[config.mk]
export PLATFORM = sky130hd
export DESIGN_NAME = serial_pointer_command_parser
export DESIGN_NICKNAME = d
export VERILOG_FILES = /design/src/rtl/spcp_pkg.sv /design/src/rtl/serial_pointer_command_parser.sv
export VERILOG_INCLUDE_DIRS = /design/src /design/src/rtl
export SDC_FILE = /design/constraint.sdc
export NUM_CORES = 1
export LEC_CHECK = 0
export BUFFER_PORTS_ARGS = -buffer_cell sky130_fd_sc_hd__buf_4
export CAP_MARGIN = 30
export CORE_MARGIN = 4
export CORE_UTILIZATION = 55
export CTS_CLUSTER_DIAMETER = 120
export DETAILED_ROUTE_END_ITERATION = 7
export HOLD_SLACK_MARGIN = 0.12
export PLACE_DENSITY_LB_ADDON = 0.3
export RECOVER_POWER = 50
export SLEW_MARGIN = 5
export SYNTH_ARGS = -nofsm -noshare
export SYNTH_HDL_FRONTEND = slang
export SYNTH_SLANG_ARGS = --single-unit
[constraint.sdc]
create_clock -name i_clk -period 4.05 [get_ports i_clk]
set_clock_uncertainty 0.1 [all_clocks]
set_input_delay 1.215 -clock i_clk [delete_from_list [all_inputs] [get_ports i_clk]]
set_output_delay 1.215 -clock i_clk [all_outputs]
set_load 0.005 [all_outputs]
[src/rtl/serial_pointer_command_parser_defines.svh]
// Assertion macros for the serial pointer command parser.
`ifndef SERIAL_POINTER_COMMAND_PARSER_DEFINES_SVH
`define SERIAL_POINTER_COMMAND_PARSER_DEFINES_SVH

`ifndef SYNTH

// Same-cycle implication, checked on every rising clock edge outside reset.
`define SPCP_ASSERT_IMP(label, clk, rst_n, ante, cons) \
    label: assert property (@(posedge clk) disable iff (!rst_n) (ante) |-> (cons)) \
        else $error("spcp assertion failed");

// Next-cycle implication.
`define SPCP_ASSERT_NXT(label, clk, rst_n, ante, cons) \
    label: assert property (@(posedge clk) disable iff (!rst_n) (ante) |=> (cons)) \
        else $error("spcp assertion failed");

`else

`define SPCP_ASSERT_IMP(label, clk, rst_n, ante, cons)
`define SPCP_ASSERT_NXT(label, clk, rst_n, ante, cons)

`endif

`endif

[src/rtl/spcp_pkg.sv]
// Package: constants, types and match helpers for the pointer command parser.
`default_nettype none

package spcp_pkg;

    localparam int unsigned KW_NUM = 5;

    // keyword flag positions
    localparam int unsigned KW_UP    = 0;
    localparam int unsigned KW_DOWN  = 1;
    localparam int unsigned KW_LEFT  = 2;
    localparam int unsigned KW_RIGHT = 3;
    localparam int unsigned KW_MV    = 4;

    typedef logic [KW_NUM-1:0] t_alive;

    localparam t_alive     ALIVE_ALL  = '1;
    localparam logic [7:0] CHAR_LF    = 8'h0A;
    localparam logic [6:0] STEP_RESET = 7'd5;
    localparam logic [2:0] POS_MAX    = 3'd7;

    localparam logic [2:0] LEN_UP     = 3'd2;
    localparam logic [2:0] LEN_DOWN   = 3'd4;
    localparam logic [2:0] LEN_LEFT   = 3'd4;
    localparam logic [2:0] LEN_RIGHT  = 3'd5;
    localparam logic [2:0] LEN_MV     = 3'd3;

    // hex field byte positions
    localparam logic [2:0] POS_X_HI   = 3'd3;
    localparam logic [2:0] POS_X_LO   = 3'd4;
    localparam logic [2:0] POS_Y_HI   = 3'd5;
    localparam logic [2:0] POS_Y_LO   = 3'd6;

    typedef struct packed {
        logic       valid;
        logic [3:0] digit;
    } t_hex;

    // Per-keyword "byte matches at this position" mask. The MV: flag is only
    // tested on its three prefix bytes; later bytes never clear it.
    function automatic t_alive kw_ok(input logic [7:0] c, input logic [2:0] p);
        t_alive ok;
        unique case (p)
            3'd0:    ok = {c == "M", c == "R", c == "L", c == "D", c == "U"};
            3'd1:    ok = {c == "V", c == "I", c == "E", c == "O", c == "P"};
            3'd2:    ok = {c == ":", c == "G", c == "F", c == "W", 1'b0};
            3'd3:    ok = {1'b1, c == "H", c == "T", c == "N", 1'b0};
            3'd4:    ok = {1'b1, c == "T", 1'b0, 1'b0, 1'b0};
            default: ok = {1'b1, 4'b0000};
        endcase
        return ok;
    endfunction

    function automatic t_hex hex_decode(input logic [7:0] c);
        t_hex h;
        h.valid = 1'b1;
        h.digit = 4'd0;
        if (c >= "0" && c <= "9") begin
            h.digit = 4'(c - "0");
        end else if (c >= "a" && c <= "f") begin
            h.digit = 4'(c - "a" + 8'd10);
        end else if (c >= "A" && c <= "F") begin
            h.digit = 4'(c - "A" + 8'd10);
        end else begin
            h.valid = 1'b0;
        end
        return h;
    endfunction

endpackage

`default_nettype wire

[src/rtl/serial_pointer_command_parser.sv]
// Top level: line parser that turns received bytes into relative pointer moves.
`default_nettype none

// Serial pointer command parser. Bytes arrive one per slave transaction;
// 0x0A ends a line and produces exactly one master transaction, every other
// byte produces none. The lines UP, DOWN, LEFT and RIGHT move by the
// configured step (-y, +y, -x, +x); a line starting with "MV:" carries up to
// two hex digits of x at bytes 3-4 and of y at bytes 5-6, taken as 8-bit
// two's complement. Anything else gives match_kind 0 with zero moves.
// Rate: one byte per clock, sustained. A byte is held in the input register,
// then the parse state and, on a line end, the result register are updated
// from it; a result reaches the master port via the input and result registers.
// The only stall is a newline that finds the result register still full:
// the input register then holds until the master transaction completes.
// step_size resets to 5 and is written through i_cfg_we / i_cfg_wdata; the
// user must do so only while the block is idle, which it does not enforce.
module serial_pointer_command_parser (
    input  wire logic        i_clk,
    input  wire logic        i_rst_n,
    // configuration
    input  wire logic        i_cfg_we,
    input  wire logic [6:0]  i_cfg_wdata,   // step_size
    // byte stream in
    input  wire logic        s_axis_tvalid,
    output logic             s_axis_tready,
    input  wire logic [7:0]  s_axis_tdata,  // [7:0] rx_byte
    // move results out
    output logic             m_axis_tvalid,
    input  wire logic        m_axis_tready,
    output logic [15:0]      m_axis_tdata,  // [7:0] move_dx, [15:8] move_dy
    output logic             m_axis_tuser   // match_kind
);
    import spcp_pkg::*;

`include "serial_pointer_command_parser_defines.svh"

    // configuration
    logic [6:0]  r_step;

    // input register
    logic        r_in_valid;
    logic [7:0]  r_in_byte;

    // line parse state
    logic [2:0]  r_line_pos, n_line_pos;
    t_alive      r_alive,    n_alive;
    logic [7:0]  r_hex_x,    n_hex_x;
    logic [7:0]  r_hex_y,    n_hex_y;
    logic [1:0]  r_stop,     n_stop;

    // result register
    logic        r_out_valid;
    logic        r_kind,     n_kind;
    logic [7:0]  r_dx,       n_dx;
    logic [7:0]  r_dy,       n_dy;

    logic        w_is_lf;
    logic        w_advance;
    logic [7:0]  w_step8;
    logic [7:0]  w_step_neg;
    t_hex        w_hex;
    logic        w_field_y;
    logic        w_first;

    assign w_is_lf   = (r_in_byte == CHAR_LF);
    // a newline may only move on when the result register is free or draining
    assign w_advance = r_in_valid && (!w_is_lf || !r_out_valid || m_axis_tready);

    assign s_axis_tready = !r_in_valid || w_advance;

    assign m_axis_tvalid = r_out_valid;
    assign m_axis_tuser  = r_kind;
    assign m_axis_tdata  = {r_dy, r_dx};

    assign w_step8    = {1'b0, r_step};
    assign w_step_neg = 8'd0 - w_step8;
    assign w_hex      = hex_decode(r_in_byte);
    assign w_field_y  = (r_line_pos == POS_Y_HI) || (r_line_pos == POS_Y_LO);
    assign w_first    = (r_line_pos == POS_X_HI) || (r_line_pos == POS_Y_HI);

    // parse step for the byte in the input register
    always_comb begin
        n_line_pos = r_line_pos;
        n_alive    = r_alive;
        n_hex_x    = r_hex_x;
        n_hex_y    = r_hex_y;
        n_stop     = r_stop;
        n_kind     = 1'b0;
        n_dx       = 8'd0;
        n_dy       = 8'd0;

        if (w_is_lf) begin
            // keywords checked in fixed priority, MV: last
            if (r_alive[KW_UP] && r_line_pos == LEN_UP) begin
                n_kind = 1'b1;
                n_dy   = w_step_neg;
            end else if (r_alive[KW_DOWN] && r_line_pos == LEN_DOWN) begin
                n_kind = 1'b1;
                n_dy   = w_step8;
            end else if (r_alive[KW_LEFT] && r_line_pos == LEN_LEFT) begin
                n_kind = 1'b1;
                n_dx   = w_step_neg;
            end else if (r_alive[KW_RIGHT] && r_line_pos == LEN_RIGHT) begin
                n_kind = 1'b1;
                n_dx   = w_step8;
            end else if (r_alive[KW_MV] && r_line_pos >= LEN_MV) begin
                n_kind = 1'b1;
                n_dx   = r_hex_x;
                n_dy   = r_hex_y;
            end
            n_line_pos = 3'd0;
            n_alive    = ALIVE_ALL;
            n_hex_x    = 8'd0;
            n_hex_y    = 8'd0;
            n_stop     = 2'b00;
        end else if (r_line_pos != POS_MAX) begin
            n_alive    = r_alive & kw_ok(r_in_byte, r_line_pos);
            n_line_pos = r_line_pos + 3'd1;
            // hex fields: a non-hex byte freezes its field
            if (r_line_pos >= POS_X_HI && !r_stop[w_field_y]) begin
                if (!w_hex.valid) begin
                    n_stop[w_field_y] = 1'b1;
                end else if (w_field_y) begin
                    n_hex_y = w_first ? {4'd0, w_hex.digit} : {r_hex_y[3:0], w_hex.digit};
                end else begin
                    n_hex_x = w_first ? {4'd0, w_hex.digit} : {r_hex_x[3:0], w_hex.digit};
                end
            end
        end
    end

    always_ff @(posedge i_clk) begin
        if (!i_rst_n) begin
            r_step      <= STEP_RESET;
            r_in_valid  <= 1'b0;
            r_line_pos  <= 3'd0;
            r_alive     <= ALIVE_ALL;
            r_hex_x     <= 8'd0;
            r_hex_y     <= 8'd0;
            r_stop      <= 2'b00;
            r_out_valid <= 1'b0;
        end else begin
            if (i_cfg_we) begin
                r_step <= i_cfg_wdata;
            end

            if (s_axis_tready) begin
                r_in_valid <= s_axis_tvalid;
            end

            if (w_advance) begin
                r_line_pos <= n_line_pos;
                r_alive    <= n_alive;
                r_hex_x    <= n_hex_x;
                r_hex_y    <= n_hex_y;
                r_stop     <= n_stop;
            end

            if (w_advance && w_is_lf) begin
                r_out_valid <= 1'b1;
            end else if (m_axis_tready) begin
                r_out_valid <= 1'b0;
            end
        end
    end

    // payload registers, no reset
    always_ff @(posedge i_clk) begin
        if (s_axis_tready && s_axis_tvalid) begin
            r_in_byte <= s_axis_tdata;
        end
        if (w_advance && w_is_lf) begin
            r_kind <= n_kind;
            r_dx   <= n_dx;
            r_dy   <= n_dy;
        end
    end

    // a no-match result carries zero moves
    `SPCP_ASSERT_IMP(a_nomatch_zero, i_clk, i_rst_n,
        m_axis_tvalid && !m_axis_tuser, m_axis_tdata == 16'd0)
    // a processed newline always loads a result
    `SPCP_ASSERT_NXT(a_lf_result, i_clk, i_rst_n, w_advance && w_is_lf, r_out_valid)
    // a processed newline clears the line state
    `SPCP_ASSERT_NXT(a_lf_clear, i_clk, i_rst_n, w_advance && w_is_lf,
        r_line_pos == 3'd0 && r_alive == ALIVE_ALL && r_stop == 2'b00)
    // ordinary bytes never create a result
    `SPCP_ASSERT_NXT(a_no_spurious, i_clk, i_rst_n,
        !r_out_valid && !(w_advance && w_is_lf), !r_out_valid)
    // the x field stop flag only sets once the hex bytes are reached
    `SPCP_ASSERT_IMP(a_stop_pos, i_clk, i_rst_n,
        r_stop[0], r_line_pos >= POS_X_LO)

endmodule

`default_nettype wire
==> flow_summary_export.csv <==
group,metric,value,unit
power,seq_power_share,51.0,%
clock_tree,numCtsBuffers,9,
layout,layout.cells.non_filler,482,
timing,setup_viol,0,
status,status,"complete, no violations",
worst_hold_path,hp-start,"r_hex_x[5]",
yosys,synthDistinctLibCells,65,
detailed_routing,drtAntennaViolNets,0,
clock_tree,cts_htree_levels,3,
critical_path,cp_data_arrival_time,2.40,ns
detailed_routing,vias_per_cell,6.22,
layout,nets,434,
global_routing,antenna_found_initial,0,
detailed_routing,dr.pass1.iters,5,
global_routing,grt_pass1_wl,13.1,mm
critical_path,critical_path.top_delay_family,"simple AND/OR/NAND/NOR gates",
yosys,ys.warnings.count,0,
detailed_routing,wire_per_inst,16.7,um
clock_tree,cts_tree,"done",
timing,final-max-slew-violation-count,0,
power,powerDensity,333,nW/um2
yosys,syn_area_per_cell,9.22,um2
yosys,netlist_area,3440,um2
critical_path,r2r_setup_slack,1.14,ns
clock_tree,postCtsSetupBuffers,0,
critical_path,cp_slowest_cell,"edfxtp_1",
floorplan,rows,28,
placement,port_buffers,38,
critical_path,crit_start,"r_in_byte[0]",
power,total_power,1.31,mW
yosys,ys.flop_type,"dfxtp_1",
critical_path,crit_chain,"inv_1 > ha_1 > nand4bb_1 > or2_1 > nor2_1 > nand2_1 > buf_4",
yosys,syn_nets,405,
critical_path,crit-reg2reg-launch,"r_in_byte[0]",
floorplan,die_w,87.1,um
layout,final_area,3940,um2
yosys,yosysMostFrequentCell,"dfxtp_1",
worst_hold_path,hold_class,"reg -> reg",
power,intPower,973,uW
yosys,synthCells,373,
floorplan,io_pins,39,
clock_tree,clockRootBuffer,"clkbuf_8",
yosys,synth_edf_count,25,
yosys,ys_seq_elements,60,
placement,hpwlAfterDp,5.85,mm
clock_tree,cts_buffer_depth,2,
critical_path,required,2.73,ns
run,cap_violations,0,
global_routing,grt_pass1_vias,2601,
placement,gp_congestion,0.891,
layout,final_core_util,65.7,%
timing,rsz0062_at_grt,"false",
critical_path,cp_num_buf_inv,2,
floorplan,initial_utilization,57.4,%
floorplan,dieArea,7590,um2
yosys,synth_top_cell_by_area,"edfxtp_1",
clock_tree,clk_pin_slew_worst_paths,0.07,ns
power,pwr-share-clk,39.1,%
clock_tree,clk_latency,0.35,ns
timing,finalSetupTns,0,ns
timing,relSlewSlack,41.3,%
yosys,synth_top_area_share,21.8,%
yosys,seq_area_frac_synth,42.2,%
power,switching_share,25.9,%
power,pwr-share-comb,9.9,%
timing,fmax,0.269,GHz
layout,area_growth,14.4,%
power,p_leak,1.46,nW
clock_tree,cts.sinks,60,
placement,post-place-cells,465,
global_routing,overflow,0,
yosys,ys_top_cells_by_area,"edfxtp_1 (22%), dfxtp_1 (20%), ha_1 (4.4%)",
placement,placed_area,3720,um2
critical_path,crit_path_end_kind,"output pin",
power,net-switching-power,340,uW
timing,min_period,3.72,ns
global_routing,grt_use_total,22.3,%
clock_tree,cts_hold_buf,0,
critical_path,crit_path_start_kind,"register",
yosys,ys_top_cells_by_count,"dfxtp_1 (35), nor2_1 (34), nand2_1 (31)",
detailed_routing,drt-total-wl,8.05,mm
global_routing,grt_max_degree,30,
timing,worst_pin_slew,0.881,ns
critical_path,worstSetupPathType,"reg -> out",
timing,hold_viol,0,
critical_path,slowest_delay,0.55,ns
critical_path,critPathMaxFanout,12,
floorplan,die_h,87.1,um
power,vdd_drop_max,0.000255,V
layout,final_layout_size_suffix_gt1_share,17.0,%
clock_tree,post_cts_resize_count,0,
detailed_routing,drc,0,
layout,antenna_cells,0,
timing,period_share,91.9,%
yosys,synthArstFlopShare,0,%
detailed_routing,num_vias,2996,
floorplan,coreArea,5990,um2
detailed_routing,first_iter_violations,362,
final timing paths:
path	cells after the start	end
worst max-delay path	7	s_axis_tready
worst min-delay path	2	r_hex_x[5]
worst min register to register	2	r_hex_x[5]
worst max register to register	6	r_dx[3]
power groups by stage:
stage / clock network (mW) / logic, mW / registers, mW
floorplan: 0 / 0.103 / 0.669
global placement: 0 / 0.126 / 0.681
detailed placement: 0 / 0.128 / 0.682
CTS: 0.517 / 0.129 / 0.668
global route: 0.548 / 0.143 / 0.672
finish: 0.513 / 0.130 / 0.670
logic make-up (layout without fill, tap and decap cells):
group           count (synthesis)  count (layout)  synth area share, %
compound gates                105             105                 21.7
simple gates                  132             132                 20.2
xor+xnor                        6               6                 1.53
buf+inv                        43              77                 5.71
fa+ha+maj                      12              12                 4.36
mux                            15              15                 4.36
flops                          60              60                 42.2
routing by layer:
layer / up-vias / global-route usage, % / share of wire, %
met2: 163 / 31.6 / 43
met4: 0 / 10.2 / 2.1
li1: 1441 / - / -
met5: - / 0 / 0
met3: 19 / 4.26 / 9.6
met1: 1373 / 32.7 / 45
state kept, by name (all words and copies together) (netlist names):
register / flops
r_stop: 2
r_hex_y: 8
r_dy: 8
r_in_valid: 1
r_step: 7
r_hex_x: 8
r_in_byte: 8
m_axis_tuser: 1
r_alive: 5
r_line_pos: 3
r_dx: 8
m_axis_tvalid: 1
final cells by class:
| type | instances | area [um2] |
|---|---|---|
| fillers | 484 | 2050 |
| multi-input cells | 270 | 1790 |
| flip-flops and latches | 60 | 1450 |
| repair buffers | 43 | 339 |
| clock buffers | 11 | 163 |
| well taps | 75 | 93.8 |
| inverters | 18 | 67.6 |
| clock inverters | 5 | 32.5 |
tightest hold or removal path, stage by stage, from the launching register on:
cell	delay [ns]
dfxtp_1	0.32
nand2_1	0.05
o21ai_0	0.06
placed cells by master (no fill, tap or decap), drive strengths merged, types with 3 or more instances in the layout:
| cell | instances |
|---|---|
| buf | 16 |
| nand2 | 31 |
| clkbuf | 38 |
| a2111oi | 4 |
| mux2i | 15 |
| a21oi | 25 |
| xnor2 | 4 |
| o211ai | 11 |
| ha | 12 |
| dfxtp | 35 |
| nand4 | 4 |
| a221oi | 5 |
| nand2b | 4 |
| nor4 | 3 |
| a22oi | 3 |
| nand3 | 13 |
| or4 | 3 |
| a211oi | 5 |
| inv | 19 |
| nor2 | 35 |
| clkinv | 3 |
| o21ai | 25 |
| or2 | 3 |
| nor2b | 7 |
| edfxtp | 25 |
| nor3 | 11 |
| o311ai | 3 |
| o31ai | 3 |
| or3 | 4 |
per-stage QoR:
stage | worst slack, ns | hold WS (ns)
2_1_floorplan | 1.01 | 0.336
3_5_place_dp | 0.741 | 0.371
6_report | 0.330 | 0.379
4_1_cts | 0.356 | 0.380
3_3_place_gp | 0.779 | 0.355
5_1_grt | 0.216 | 0.399
(Power assumes the default switching activity.)
